<file path="config.mk">
export PLATFORM = sky130hd
export DESIGN_NAME = periodic_priority_task_dispatcher_unit
export DESIGN_NICKNAME = d
export VERILOG_FILES = /design/src/hdl/ppt_pkg.sv /design/src/hdl/periodic_priority_task_dispatcher_unit.sv /design/src/hdl/ppt_scan_unit.sv /design/src/hdl/ppt_pass_stack.sv
export SDC_FILE = /design/constraint.sdc
export NUM_CORES = 2
export LEC_CHECK = 0
export BUFFER_PORTS_ARGS = -buffer_cell sky130_fd_sc_hd__buf_2
export CAP_MARGIN = 5
export CORE_MARGIN = 2
export CORE_UTILIZATION = 56
export DETAILED_ROUTE_END_ITERATION = 12
export HOLD_SLACK_MARGIN = 0.1
export PLACE_DENSITY = 0.74
export SETUP_SLACK_MARGIN = 0.05
export SLEW_MARGIN = 20
export SYNTH_ARGS = -nofsm -noshare
export SYNTH_HDL_FRONTEND = slang
export SYNTH_HIERARCHICAL = 1
export SYNTH_SLANG_ARGS = --single-unit
</file>
<file path="constraint.sdc">
create_clock -name clk -period 5.8 [get_ports clk]
set_input_delay 1.16 -clock clk [delete_from_list [all_inputs] [get_ports clk]]
set_output_delay 1.16 -clock clk [all_outputs]
set_load 0.02 [all_outputs]
</file>
<file path="src/hdl/ppt_pkg.sv">
// shared types and constants for the periodic priority task dispatcher
package ppt_pkg;

    localparam int MAX_TASKS       = 16;
    localparam int SLOT_W          = $clog2(MAX_TASKS);
    localparam int IDX_W           = $clog2(MAX_TASKS + 1);
    localparam int NEST_DEPTH      = 8;
    localparam int SP_W            = (NEST_DEPTH > 1) ? $clog2(NEST_DEPTH) : 1;
    localparam int DEPTH_W         = 4;
    localparam int PRIO_W          = 8;
    localparam int PRIORITY_LEVELS = 256;
    localparam int TIME_W          = 32;
    localparam int LEVEL_W         = PRIO_W + 1;
    localparam int CFG_IDX_W       = 2;
    localparam int CFG_DATA_W      = 8;
    localparam int TIU_W           = 5;

    localparam logic [LEVEL_W-1:0] IDLE_LEVEL = LEVEL_W'(255);

    // operation codes
    localparam logic [1:0] OP_WRITE = 2'd0;
    localparam logic [1:0] OP_INIT  = 2'd1;
    localparam logic [1:0] OP_PASS  = 2'd2;
    localparam logic [1:0] OP_DONE  = 2'd3;

    // result kinds
    localparam logic [1:0] KIND_ACK      = 2'd0;
    localparam logic [1:0] KIND_DISPATCH = 2'd1;
    localparam logic [1:0] KIND_FINISHED = 2'd2;
    localparam logic [1:0] KIND_ERROR    = 2'd3;

    // configuration register indexes
    localparam logic [CFG_IDX_W-1:0] REG_PREEMPT_ENABLE   = 2'd0;
    localparam logic [CFG_IDX_W-1:0] REG_PRIORITY_CEILING = 2'd1;
    localparam logic [CFG_IDX_W-1:0] REG_TASKS_IN_USE     = 2'd2;

    typedef struct packed {
        logic [1:0]        opcode;
        logic              pass_ctx;
        logic [TIME_W-1:0] now_ms;
        logic [3:0]        entry_slot;
        logic              entry_enable;
        logic [PRIO_W-1:0] entry_priority;
        logic [TIME_W-1:0] entry_period_ms;
    } req_t;

    typedef struct packed {
        logic [1:0]        result_kind;
        logic [3:0]        dispatched_slot;
        logic [PRIO_W-1:0] dispatched_priority;
        logic [3:0]        nesting_depth;
    } rsp_t;

    // suspended scan
    typedef struct packed {
        logic [TIME_W-1:0]  now;
        logic               ctx;
        logic [PRIO_W-1:0]  next_prio;
        logic [IDX_W-1:0]   next_idx;
        logic [LEVEL_W-1:0] saved_level;
        logic [SLOT_W-1:0]  slot;
    } frame_t;

    // per-slot view handed to the scan unit
    typedef struct packed {
        logic              enable;
        logic              running;
        logic              preemptive;
        logic [PRIO_W-1:0] prio;
        logic [TIME_W-1:0] due;
    } slot_info_t;

    // scan control from the sequencer
    typedef struct packed {
        logic               start;
        logic               step;
        logic [TIME_W-1:0]  now;
        logic               ctx;
        logic [PRIO_W-1:0]  cur_p;
        logic [IDX_W-1:0]   cur_i;
        logic [LEVEL_W-1:0] active_level;
    } scan_ctl_t;

endpackage

</file>
<file path="src/hdl/periodic_priority_task_dispatcher_unit.sv">
// top level: sequencer, task table and result register of the dispatcher
//
// Usage: items enter on req (req_valid/req_stall) and each gives exactly one
// result on rsp (rsp_valid/rsp_stall). A transaction completes on a rising edge
// with valid high and stall low. The user writes registers through cfg_wen,
// cfg_index and cfg_data while the block is idle; the block does not check it.
// A slot write or a refused request goes from acceptance to the output stage.
// Initialize sweeps the scanned slots, at most 16; a pass scans them, a done
// item first pops its suspended scan and resumes it, and a dispatch adds a
// dispatch step. The shared scan unit checks one scanned slot per cycle.
// req_stall is high from acceptance until the result is loaded into the output
// register, so one item is in work at a time; a new item may be taken while a
// result still waits.
// Reset clears the task table, running marks, nesting depth and registers,
// and sets the active level to inactive with priority 255. A stalled result
// holds in the output register and the sequencer waits before its next one.
module periodic_priority_task_dispatcher_unit (
    input  logic                          clk,
    input  logic                          rst_n,
    input  logic                          req_valid,
    output logic                          req_stall,
    input  ppt_pkg::req_t                 req,
    output logic                          rsp_valid,
    input  logic                          rsp_stall,
    output ppt_pkg::rsp_t                 rsp,
    input  logic                          cfg_wen,
    input  logic [ppt_pkg::CFG_IDX_W-1:0]  cfg_index,
    input  logic [ppt_pkg::CFG_DATA_W-1:0] cfg_data
);

    typedef enum logic [2:0] {
        S_IDLE,
        S_INIT,
        S_POP,
        S_SCAN,
        S_DISP,
        S_OUT
    } state_t;

    state_t                         state_reg;
    logic                           preempt_enable_reg;
    logic [ppt_pkg::PRIO_W-1:0]     priority_ceiling_reg;
    logic [ppt_pkg::TIU_W-1:0]      tasks_in_use_reg;

    logic [ppt_pkg::TIME_W-1:0]     due_reg    [ppt_pkg::MAX_TASKS];
    logic [ppt_pkg::TIME_W-1:0]     period_reg [ppt_pkg::MAX_TASKS];
    logic [ppt_pkg::PRIO_W-1:0]     prio_reg   [ppt_pkg::MAX_TASKS];
    logic [ppt_pkg::MAX_TASKS-1:0]  enable_reg;
    logic [ppt_pkg::MAX_TASKS-1:0]  running_reg;
    logic [ppt_pkg::DEPTH_W-1:0]    depth_reg;
    logic [ppt_pkg::LEVEL_W-1:0]    active_reg;

    logic [ppt_pkg::IDX_W-1:0]      idx_reg;
    logic [ppt_pkg::TIME_W-1:0]     now_reg;
    logic                           ctx_reg;
    logic [ppt_pkg::PRIO_W-1:0]     cur_p_reg;
    logic [ppt_pkg::IDX_W-1:0]      cur_i_reg;

    logic [1:0]                     res_kind_reg;
    logic [3:0]                     res_slot_reg;
    logic [ppt_pkg::PRIO_W-1:0]     res_prio_reg;
    logic                           rsp_valid_reg;
    ppt_pkg::rsp_t                  rsp_reg;

    logic                           accept;
    logic [ppt_pkg::IDX_W-1:0]      count;
    logic [ppt_pkg::SLOT_W-1:0]     cur_slot;
    logic                           idx_live;
    ppt_pkg::scan_ctl_t             scan_ctl;
    ppt_pkg::slot_info_t            slot_info;
    logic                           found;
    logic [ppt_pkg::SLOT_W-1:0]     best_slot;
    logic [ppt_pkg::PRIO_W-1:0]     best_prio;
    logic                           push;
    ppt_pkg::frame_t                push_frame;
    ppt_pkg::frame_t                pop_frame;
    logic [ppt_pkg::SP_W-1:0]       pop_addr;
    logic [ppt_pkg::DEPTH_W-1:0]    depth_less;
    logic                           out_free;

    // handshake and derived control
    always_comb
    begin
        accept    = req_valid && !req_stall;
        count     = (tasks_in_use_reg > ppt_pkg::TIU_W'(ppt_pkg::MAX_TASKS)) ?
                    ppt_pkg::IDX_W'(ppt_pkg::MAX_TASKS) :
                    ppt_pkg::IDX_W'(tasks_in_use_reg);
        cur_slot  = idx_reg[ppt_pkg::SLOT_W-1:0];
        idx_live  = idx_reg < count;
        depth_less = depth_reg - ppt_pkg::DEPTH_W'(1);
        pop_addr  = depth_less[ppt_pkg::SP_W-1:0];
        out_free  = !rsp_valid_reg || !rsp_stall;
    end

    assign req_stall = (state_reg != S_IDLE);

    // view of the slot under the cursor
    always_comb
    begin
        slot_info.enable     = enable_reg[cur_slot];
        slot_info.running    = running_reg[cur_slot];
        slot_info.prio       = prio_reg[cur_slot];
        slot_info.preemptive = preempt_enable_reg && (prio_reg[cur_slot] <= priority_ceiling_reg);
        slot_info.due        = due_reg[cur_slot];
    end

    // scan control
    always_comb
    begin
        scan_ctl.start        = (state_reg == S_POP) ||
                                (accept && req.opcode == ppt_pkg::OP_PASS);
        scan_ctl.step         = (state_reg == S_SCAN) && idx_live;
        scan_ctl.now          = now_reg;
        scan_ctl.ctx          = ctx_reg;
        scan_ctl.cur_p        = cur_p_reg;
        scan_ctl.cur_i        = cur_i_reg;
        scan_ctl.active_level = active_reg;
    end

    // frame pushed on dispatch
    always_comb
    begin
        push                   = (state_reg == S_DISP);
        push_frame.now         = now_reg;
        push_frame.ctx         = ctx_reg;
        push_frame.next_prio   = best_prio;
        push_frame.next_idx    = ppt_pkg::IDX_W'(best_slot) + ppt_pkg::IDX_W'(1);
        push_frame.saved_level = active_reg;
        push_frame.slot        = best_slot;
    end

    ppt_scan_unit u_scan (
        .clk       (clk),
        .rst_n     (rst_n),
        .ctl       (scan_ctl),
        .idx       (idx_reg),
        .info      (slot_info),
        .found     (found),
        .best_slot (best_slot),
        .best_prio (best_prio)
    );

    ppt_pass_stack u_stack (
        .clk     (clk),
        .wr_en   (push),
        .wr_addr (depth_reg[ppt_pkg::SP_W-1:0]),
        .wr_data (push_frame),
        .rd_addr (pop_addr),
        .rd_data (pop_frame)
    );

    // sequencer, task table and result register
    always_ff @(posedge clk or negedge rst_n)
    begin
        if (!rst_n)
        begin
            state_reg            <= S_IDLE;
            preempt_enable_reg   <= 1'b0;
            priority_ceiling_reg <= '0;
            tasks_in_use_reg     <= '0;
            for (int i = 0; i < ppt_pkg::MAX_TASKS; i++)
            begin
                due_reg[i]    <= '0;
                period_reg[i] <= '0;
                prio_reg[i]   <= '0;
            end
            enable_reg    <= '0;
            running_reg   <= '0;
            depth_reg     <= '0;
            active_reg    <= ppt_pkg::IDLE_LEVEL;
            idx_reg       <= '0;
            now_reg       <= '0;
            ctx_reg       <= 1'b0;
            cur_p_reg     <= '0;
            cur_i_reg     <= '0;
            res_kind_reg  <= ppt_pkg::KIND_ACK;
            res_slot_reg  <= '0;
            res_prio_reg  <= '0;
            rsp_reg       <= '0;
            rsp_valid_reg <= 1'b0;
        end
        else
        begin
            // configuration writes
            if (cfg_wen)
            begin
                unique case (cfg_index)
                    ppt_pkg::REG_PREEMPT_ENABLE:   preempt_enable_reg   <= cfg_data[0];
                    ppt_pkg::REG_PRIORITY_CEILING: priority_ceiling_reg <= cfg_data;
                    ppt_pkg::REG_TASKS_IN_USE:
                        tasks_in_use_reg <= cfg_data[ppt_pkg::TIU_W-1:0];
                    default: ;
                endcase
            end

            // result taken and nothing new loaded behind it
            if (rsp_valid_reg && !rsp_stall && state_reg != S_OUT)
            begin
                rsp_valid_reg <= 1'b0;
            end

            unique case (state_reg)
                S_IDLE:
                begin
                    if (accept)
                    begin
                        now_reg      <= req.now_ms;
                        ctx_reg      <= req.pass_ctx;
                        res_slot_reg <= '0;
                        res_prio_reg <= '0;
                        idx_reg      <= '0;
                        cur_p_reg    <= '0;
                        cur_i_reg    <= '0;
                        unique case (req.opcode)
                            ppt_pkg::OP_WRITE:
                            begin
                                if ({1'b0, req.entry_slot} >= 5'(ppt_pkg::MAX_TASKS))
                                begin
                                    res_kind_reg <= ppt_pkg::KIND_ERROR;
                                end
                                else
                                begin
                                    enable_reg[req.entry_slot[ppt_pkg::SLOT_W-1:0]] <=
                                        req.entry_enable;
                                    prio_reg[req.entry_slot[ppt_pkg::SLOT_W-1:0]] <=
                                        req.entry_priority;
                                    period_reg[req.entry_slot[ppt_pkg::SLOT_W-1:0]] <=
                                        req.entry_period_ms;
                                    res_kind_reg <= ppt_pkg::KIND_ACK;
                                end
                                state_reg <= S_OUT;
                            end
                            ppt_pkg::OP_INIT:
                            begin
                                state_reg <= S_INIT;
                            end
                            ppt_pkg::OP_PASS:
                            begin
                                if (req.pass_ctx && !preempt_enable_reg)
                                begin
                                    res_kind_reg <= ppt_pkg::KIND_FINISHED;
                                    state_reg    <= S_OUT;
                                end
                                else
                                begin
                                    state_reg <= S_SCAN;
                                end
                            end
                            ppt_pkg::OP_DONE:
                            begin
                                if (depth_reg == '0)
                                begin
                                    res_kind_reg <= ppt_pkg::KIND_ERROR;
                                    state_reg    <= S_OUT;
                                end
                                else
                                begin
                                    depth_reg <= depth_less;
                                    state_reg <= S_POP;
                                end
                            end
                        endcase
                    end
                end

                // due time sweep over the scanned slots
                S_INIT:
                begin
                    if (idx_live)
                    begin
                        due_reg[cur_slot] <= now_reg;
                        idx_reg           <= idx_reg + ppt_pkg::IDX_W'(1);
                    end
                    else
                    begin
                        running_reg  <= '0;
                        depth_reg    <= '0;
                        active_reg   <= ppt_pkg::IDLE_LEVEL;
                        res_kind_reg <= ppt_pkg::KIND_ACK;
                        state_reg    <= S_OUT;
                    end
                end

                // resume the innermost suspended scan
                S_POP:
                begin
                    running_reg[pop_frame.slot] <= 1'b0;
                    active_reg <= pop_frame.saved_level;
                    now_reg    <= pop_frame.now;
                    ctx_reg    <= pop_frame.ctx;
                    cur_p_reg  <= pop_frame.next_prio;
                    cur_i_reg  <= pop_frame.next_idx;
                    idx_reg    <= '0;
                    state_reg  <= S_SCAN;
                end

                S_SCAN:
                begin
                    if (idx_live)
                    begin
                        idx_reg <= idx_reg + ppt_pkg::IDX_W'(1);
                    end
                    else if (!found)
                    begin
                        res_kind_reg <= ppt_pkg::KIND_FINISHED;
                        state_reg    <= S_OUT;
                    end
                    else if (depth_reg >= ppt_pkg::DEPTH_W'(ppt_pkg::NEST_DEPTH))
                    begin
                        res_kind_reg <= ppt_pkg::KIND_ERROR;
                        state_reg    <= S_OUT;
                    end
                    else
                    begin
                        idx_reg   <= ppt_pkg::IDX_W'(best_slot);
                        state_reg <= S_DISP;
                    end
                end

                // dispatch the chosen task
                S_DISP:
                begin
                    due_reg[cur_slot]     <= now_reg + period_reg[cur_slot];
                    running_reg[cur_slot] <= 1'b1;
                    depth_reg    <= depth_reg + ppt_pkg::DEPTH_W'(1);
                    active_reg   <= {1'b1, best_prio};
                    res_kind_reg <= ppt_pkg::KIND_DISPATCH;
                    res_slot_reg <= 4'(best_slot);
                    res_prio_reg <= best_prio;
                    state_reg    <= S_OUT;
                end

                S_OUT:
                begin
                    if (out_free)
                    begin
                        rsp_reg.result_kind         <= res_kind_reg;
                        rsp_reg.dispatched_slot     <= res_slot_reg;
                        rsp_reg.dispatched_priority <= res_prio_reg;
                        rsp_reg.nesting_depth       <= 4'(depth_reg);
                        rsp_valid_reg               <= 1'b1;
                        state_reg                   <= S_IDLE;
                    end
                end

                default:
                begin
                    state_reg <= S_IDLE;
                end
            endcase
        end
    end

    assign rsp_valid = rsp_valid_reg;
    assign rsp       = rsp_reg;

    // nesting never goes past the stack size
    assert property (@(posedge clk) disable iff (!rst_n)
        depth_reg <= ppt_pkg::DEPTH_W'(ppt_pkg::NEST_DEPTH))
        else $error("nesting depth beyond stack size");

    // a dispatch always leaves a callback outstanding
    assert property (@(posedge clk) disable iff (!rst_n)
        (rsp_valid && rsp.result_kind == ppt_pkg::KIND_DISPATCH) |-> rsp.nesting_depth != '0)
        else $error("dispatch reported with no outstanding callback");

    // an accepted transaction keeps the input closed on the next cycle
    assert property (@(posedge clk) disable iff (!rst_n)
        accept |=> req_stall)
        else $error("input open while a transaction is in work");

    // a dispatched task is marked running
    assert property (@(posedge clk) disable iff (!rst_n)
        (state_reg == S_DISP) |=> running_reg[$past(cur_slot)])
        else $error("dispatched task not marked running");

endmodule

</file>
<file path="src/hdl/ppt_scan_unit.sv">
// slot evaluator: checks one slot a cycle and keeps the best candidate
module ppt_scan_unit (
    input  logic                      clk,
    input  logic                      rst_n,
    input  ppt_pkg::scan_ctl_t        ctl,
    input  logic [ppt_pkg::IDX_W-1:0] idx,
    input  ppt_pkg::slot_info_t       info,
    output logic                      found,
    output logic [ppt_pkg::SLOT_W-1:0] best_slot,
    output logic [ppt_pkg::PRIO_W-1:0] best_prio
);

    logic                        found_reg;
    logic [ppt_pkg::SLOT_W-1:0]  best_slot_reg;
    logic [ppt_pkg::PRIO_W-1:0]  best_prio_reg;
    logic [ppt_pkg::TIME_W-1:0]  diff;
    logic                        due_ok;
    logic                        can_run;
    logic                        past_cursor;
    logic                        in_levels;
    logic                        eligible;
    logic                        better;

    // wrap-safe due check and eligibility of the current slot
    always_comb
    begin
        diff        = ctl.now - info.due;
        due_ok      = ~diff[ppt_pkg::TIME_W-1];
        can_run     = ~ctl.active_level[ppt_pkg::LEVEL_W-1] ||
                      (info.prio < ctl.active_level[ppt_pkg::PRIO_W-1:0]);
        past_cursor = {info.prio, idx} >= {ctl.cur_p, ctl.cur_i};
        in_levels   = {1'b0, info.prio} < (ppt_pkg::PRIO_W+1)'(ppt_pkg::PRIORITY_LEVELS);
        eligible    = info.enable && !info.running && (info.preemptive == ctl.ctx) &&
                      due_ok && can_run && past_cursor && in_levels;
        better      = !found_reg || (info.prio < best_prio_reg);
    end

    // best candidate, priority first then lowest slot
    always_ff @(posedge clk or negedge rst_n)
    begin
        if (!rst_n)
        begin
            found_reg <= 1'b0;
        end
        else if (ctl.start)
        begin
            found_reg <= 1'b0;
        end
        else if (ctl.step && eligible && better)
        begin
            found_reg <= 1'b1;
        end
    end

    always_ff @(posedge clk)
    begin
        if (ctl.step && eligible && better)
        begin
            best_slot_reg <= idx[ppt_pkg::SLOT_W-1:0];
            best_prio_reg <= info.prio;
        end
    end

    assign found     = found_reg;
    assign best_slot = best_slot_reg;
    assign best_prio = best_prio_reg;

endmodule

</file>
<file path="src/hdl/ppt_pass_stack.sv">
// memory of suspended scans, one write and one registered read a cycle
module ppt_pass_stack (
    input  logic                     clk,
    input  logic                     wr_en,
    input  logic [ppt_pkg::SP_W-1:0] wr_addr,
    input  ppt_pkg::frame_t          wr_data,
    input  logic [ppt_pkg::SP_W-1:0] rd_addr,
    output ppt_pkg::frame_t          rd_data
);

    ppt_pkg::frame_t mem [ppt_pkg::NEST_DEPTH];
    ppt_pkg::frame_t rd_data_reg;

    // write port
    always_ff @(posedge clk)
    begin
        if (wr_en)
        begin
            mem[wr_addr] <= wr_data;
        end
    end

    // registered read port
    always_ff @(posedge clk)
    begin
        rd_data_reg <= mem[rd_addr];
    end

    assign rd_data = rd_data_reg;

endmodule
</file>
# Yosys cells after proc, flatten, opt, wreduce, memory -nomap -nowiden
# Memories as Yosys holds them, arrays and structs flattened. A register that Yosys moved wholly into a read port is not among the register bits.
# Cells that the tools add are included.
totals:
  ramBits: 472
  wordCells: 267
  inputBits: 95
  reg_bits: 1311
  out_inout_bits: 20
  memories: 1
mem_list:
  columns: ["memory", "words", "word_bits", "rd", "rd_ports_with_merged_regs", "wr", "line_no", "rtl"]
  rows:
  - ["u_stack.mem", 8, 59, 1, 1, 1, "ppt_pass_stack.sv:11", "ppt_pkg::frame_t mem [ppt_pkg::NEST_DEPTH];"]
op_classes:
  bitwise: 7
  magnitude_cmp: 17
  n_reduce_logical: 55
  n_mux: 84
  addsub: 6
  eq_ne: 25
ops:
  columns: ["cell", "n"]
  rows:
  - ["bitwise mux 512 bit", 3]
  - ["case mux 512 bit (2 select lines)", 1]
  - ["two-way mux 512 bit", 1]
  - ["binary-select mux 32 bit (select 4 bit)", 2]
  - ["demux 32 bit (select 4 bit)", 2]
  - ["two-way mux 32 bit", 7]
  - ["bitwise mux 128 bit", 1]
  - ["case mux 32 bit (2 select lines)", 1]
  - ["case mux 16 bit (3 select lines)", 1]
  - ["adder 32 bit", 1]
  - ["binary-select mux 8 bit (select 4 bit)", 1]
  - ["demux 8 bit (select 4 bit)", 1]
  - ["two-way mux 8 bit", 4]
  - ["case mux 8 bit (2 select lines)", 2]
  - ["subtractor 32 bit", 1]
  - ["two-way mux 5 bit", 6]
  - ["case mux 9 bit (3 select lines)", 1]
  - ["two-way mux 4 bit", 5]
  - ["case mux 5 bit (4 select lines)", 1]
  - ["logical AND 1 bit", 19]
  - ["two-way mux 3 bit", 6]
  - ["case mux 3 bit (6 select lines)", 1]
  - ["bitwise AND 16 bit", 1]
  - ["bitwise mux 16 bit", 1]
  - ["other kinds (55)", 124]

# Longest topological paths before layout
logic_depth:
  ltp_word: 15
  depth_mapped: 18
  depth_no_buf: 15

# By module
# The synthesis kept the hierarchy.
modules_own_cells:
  columns: ["module", "seq_area_each_um2", "cells_each", "instances", "area_per_inst_um2"]
  rows:
  - ["periodic_priority_task_dispatcher_unit", 32491.2, 4613, 1, 60797.1]
  - ["ppt_pass_stack", 15354.7, 754, 1, 18928.2]
  - ["ppt_scan_unit", 385.4, 226, 1, 1876.8]

# Worst setup path after synthesis
# OpenSTA, ideal clock, no wires.
synth_timing:
  path_kind: "register to register"
  start: "reg state_reg[1]"
  end: "mem u_stack/mem[0][0] in the netlist's numbering, enable pin"
  stages_incl_launch_ff: 10
  arrival_time_ps: 5857
  synth_period_minus_slack_ps: 6405
  path_slack_ps: -605
  n_path_buf: 4
  setup_time_ps: 548
  required_time_ps: 5252
  cell_sequence: "dfrtp_1 buf_6 nor2_1 nand2_1 inv_2 buf_2 clkbuf_1 clkbuf_1 nand2b_1 nor3_1"
synth_via:
  elab_chain_len: 3
synth_lines:
  columns: ["element", "line_no", "rtl"]
  rows:
  - ["start: declaration", "periodic_priority_task_dispatcher_unit.sv:40", "state_t state_reg;"]
  - ["start signal: assignment", "periodic_priority_task_dispatcher_unit.sv:157", "state_reg <= S_IDLE;"]
  - ["start signal: assignment", "periodic_priority_task_dispatcher_unit.sv:231", "state_reg <= S_OUT;"]
  - ["start signal: assignment", "periodic_priority_task_dispatcher_unit.sv:235", "state_reg <= S_INIT;"]
  - ["== test 3 bit", "periodic_priority_task_dispatcher_unit.sv:123", "push = (state_reg == S_DISP);"]
  - ["net push", "periodic_priority_task_dispatcher_unit.sv:74", "logic push;"]
  - ["two-way mux 1 bit", "ppt_pass_stack.sv:17", "if (wr_en)"]
  - ["two-way mux 1 bit (not written as such)", "ppt_pass_stack.sv:19", "mem[wr_addr] <= wr_data;"]
  - ["end: declaration", "ppt_pass_stack.sv:11", null]
# The timed path passes the listed nets, and every way through them passes these cells.

# Final worst setup path
layout_timing:
  start: "reg idx_reg[0] in the netlist's numbering"
  end: "reg due_reg[110] in the netlist's numbering"
layout_via:
  elab_chain_len: 8
  word_cells_on_any_way: 17
  cone_classes: "1 x add/sub; 3 x order compare; 1 x eq/ne; 9 x mux; 1 x bitwise; 2 x reduce/logical"
layout_lines:
  columns: ["element", "line_no", "rtl"]
  rows:
  - ["start: declaration", "periodic_priority_task_dispatcher_unit.sv:53", "logic [ppt_pkg::IDX_W-1:0] idx_reg;"]
  - ["start signal: assignment", "periodic_priority_task_dispatcher_unit.sv:272", "idx_reg <= idx_reg + ppt_pkg::IDX_W'(1);"]
  - ["start signal: assignment", "periodic_priority_task_dispatcher_unit.sv:301", "idx_reg <= idx_reg + ppt_pkg::IDX_W'(1);"]
  - ["start signal: assignment", "periodic_priority_task_dispatcher_unit.sv:315", "idx_reg <= ppt_pkg::IDX_W'(best_slot);"]
  - ["branches (longest 8 deep; another with adder 32 bit)", null, null]
  - ["end signal: indexed assignment", "periodic_priority_task_dispatcher_unit.sv:271", "due_reg[cur_slot] <= now_reg;"]
  - ["end signal: indexed assignment", "periodic_priority_task_dispatcher_unit.sv:323", "due_reg[cur_slot] <= now_reg + period_reg[cur_slot];"]
  - ["end: declaration", "periodic_priority_task_dispatcher_unit.sv:45", "logic [ppt_pkg::TIME_W-1:0] due_reg [ppt_pkg::MAX_TASKS];"]
# Several ways; the timed one is not identified. The select of a mux whose other input is x is not followed.
# A chain may end at the register's enable or synchronous reset.

==> flow_summary_export.csv <==
group,metric,value,unit
setup_path,cp-start-kind,"flip-flop",
setup_path,worstPathArrival,5.88,ns
cts,cts_root_buffer,"clkbuf_16",
grt,antenna_found_initial,22,
cells_and_area,fin_nets,5841,
die,row_count,140,
power,power.density,469.0,nW/µm²
setup_path,critPathBufInv,1,
placed_design,pre_cts_slack,0.6723,ns
synthesis,async_flop_share,70.52,%
drt,drc,0,
cells_and_area,drive_gt1_share,32.63,%
cts,clock_path_buffers,3,
drt,drt-initial-drc-count,4306,
timing,final_hold_viol_count,0,
setup_path,critPathKind,"reg -> reg",
setup_path,max_stage_delay,0.76,ns
timing,fin_crit,5.224,ns
timing,fin_crit_sh,90.07,%
cts,ctsHoldBuffers,0,
drt,wl_per_cell,26.87,µm
job,maxCapViolations,0,
cts,cts.sinks,1842,
drt,first_pass_iters,6,
drt,drt_wl_total,207200,µm
timing,rsz0062_at_grt,"no",
setup_path,crit_family,"compound AO/OA/AOI/OAI gates",
placed_design,place_congestion,0.9387,
drt,vias,49112,
die,start_util,56.19,%
timing,tightest_slew,1.110,ns
grt,grt_max_degree,146,
cells_and_area,instances_no_fill,7710,
status,status,"finished, final reports clean",
drt,vias_per_cell,6.370,
power,p_leak,38.55,nW
timing,fin_hold_ws,0.3685,ns
die,core_area,145200,µm²
hold_path,hold_path_class,"in -> async",
cells_and_area,layout_commonest_cell,"dfrtp_1",
placed_design,place_area,84470,µm²
cells_and_area,area_growth,11.21,%
synthesis,ys_seq_area_share,59.11,%
placed_design,dpl.hpwl,121900,µm
cells_and_area,multi_input_area,31370,µm²
placed_design,dp.cells,7365,
synthesis,synth_flop_cell,"dfrtp_1",
cells_and_area,final_util,62.49,%
cts,h-tree-depth,4,
setup_path,crit_path_max_fanout,23,
cts,tritoncts,"done",
grt,grt_pass1_vias,50470,
synthesis,synth.area.top_cells,"dfrtp_1 (40%), edfxtp_1 (18%), mux4_2 (13%)",
timing,fin_ws,0.5762,ns
synthesis,synth_top_area_share,39.59,%
power,power.total,42.56,mW
timing,drv_slew,0,
timing,maxSlewHeadroom,25.99,%
setup_path,end_kind,"flip-flop",
setup_path,path_cells,"buf_12 -> mux4_2 -> mux4_2 -> ha_1 -> fa_1 -> a21oi_1 -> o21ai_1 -> a221oi_2 -> o21bai_1 -> xnor2_1 -> nor2_1 -> a21oi_2 -> o21ai_0",
cts,insertion_delay,0.83,ns
grt,grt_use_total,28.55,%
synthesis,ys_ff_latch,1842,
placed_design,numPortBuffers,114,
cts,post-cts-setup-buffers,0,
synthesis,postSynthAreaPerCell,14.59,µm²
cts,cts_resized,0,
timing,setup_tns,0,ns
timing,timing.fmax,0.1914,GHz
timing,finalSetupViolCount,0,
setup_path,crit_required,6.46,ns
synthesis,ys_types,92,
setup_path,cp_slowest_cell,"dfrtp_4",
die,die_w,385.7,µm
cells_and_area,final.fill_count,10372,
die,die_y,385.7,µm
power,ir_worst_vdd,324.9,µV
synthesis,synth_cells,5593,
setup_path,cpMostUsedCell,"mux4_2",
cells_and_area,final_cell_mix,"dfrtp_1 (1287), mux2_2 (661), nand2_1 (641), mux4_2 (487), edfxtp_1 (484)",
drt,ant_nets,0,
synthesis,yosysWarningCount,6,
grt,grt_remaining_overflow,0,
synthesis,synth_edf_count,484,
cells_and_area,final_area,90750,µm²
synthesis,syn-cell-area,81600,µm²
synthesis,yosys.area.top_type,"dfrtp_1",
die,die_area,148800,µm²
cts,tritoncts.num_buffers,184,
cells_and_area,regArea,48250,µm²
grt,grt_pass1_wl,318000,µm
die,ioPinCount,115,
synthesis,synth_nets,5800,
timing,clock_skew,0.06745,ns
cts,path_clk_slew,0.06,ns
==> final cells by class <==
| cell class | instances | share of cell area, % |
|---|---|---|
| sequential | 1842 | 53.17 |
| multi-input combinational | 3240 | 34.57 |
| clock buffer | 272 | 5.951 |
| tap | 1917 | 2.643 |
| timing repair buffer | 272 | 2.325 |
| clock inverter | 66 | 0.9266 |
| inverter | 94 | 0.3971 |
| antenna | 7 | 0.01930 |
==> kinds of logic after synthesis <==
group | count (synthesis) | share of synthesized area (%)
muxes | 1281 | 24.71
buffers and inverters | 511 | 2.758
AOI/OAI and AO/OA | 879 | 6.536
and+or+nand+nor | 936 | 4.782
xor gates and xnor gates | 32 | 0.3803
DFF | 1842 | 59.11
adders and majority gates | 112 | 1.726
==> cells in the mapped netlist, types with 21 or more instances <==
| cell type | number |
|---|---|
| dfrtp_1 | 1291 |
| mux2_2 | 661 |
| nand2_1 | 642 |
| mux4_2 | 487 |
| edfxtp_1 | 484 |
| o21ai_0 | 481 |
| clkbuf_1 | 239 |
| nor2_1 | 148 |
| buf_2 | 122 |
| a21oi_1 | 112 |
| ha_1 | 111 |
| o221ai_1 | 103 |
| inv_1 | 93 |
| mux2_4 | 80 |
| dfxtp_1 | 59 |
| mux2i_1 | 42 |
| nand3_1 | 30 |
| buf_1 | 29 |
| o21ai_1 | 26 |
| nor3_1 | 21 |
==> worst paths after layout <==
kind / cells past startpoint / slack [ns] / endpoint / startpoint
setup reg to reg: 13 / 0.58 / due_reg[110] / idx_reg[0]
setup / recovery: 13 / 0.58 / due_reg[110] / idx_reg[0]
max in group asynchronous: 2 / 3.89 / due_reg[439] / rst_n
hold reg to reg: 2 / 0.43 / now_reg[30] / u_stack/rd_data[57]
hold / removal: 1 / 0.37 / period_reg[59] / rst_n
min in group clk: 2 / 0.43 / now_reg[30] / u_stack/rd_data[57]
==> metal layers <==
layer  vias to the layer above  routed length (µm)  global-route usage, %
met1                     25741               84390                  39.65
met3                       436               16410                  5.566
li1                      20952                   -                      -
met4                        18                7574                  10.78
met5                         -                 115                      0
met2                      1965               98670                  45.14
==> power by group <==
| group | internal [mW] | switching (mW) |
|---|---|---|
| combinational | 5.56 | 7.27 |
| clock | 6.99 | 5.13 |
| sequential | 15.8 | 1.77 |
| total | 28.4 | 14.2 |
(Power assumes the default switching activity.)
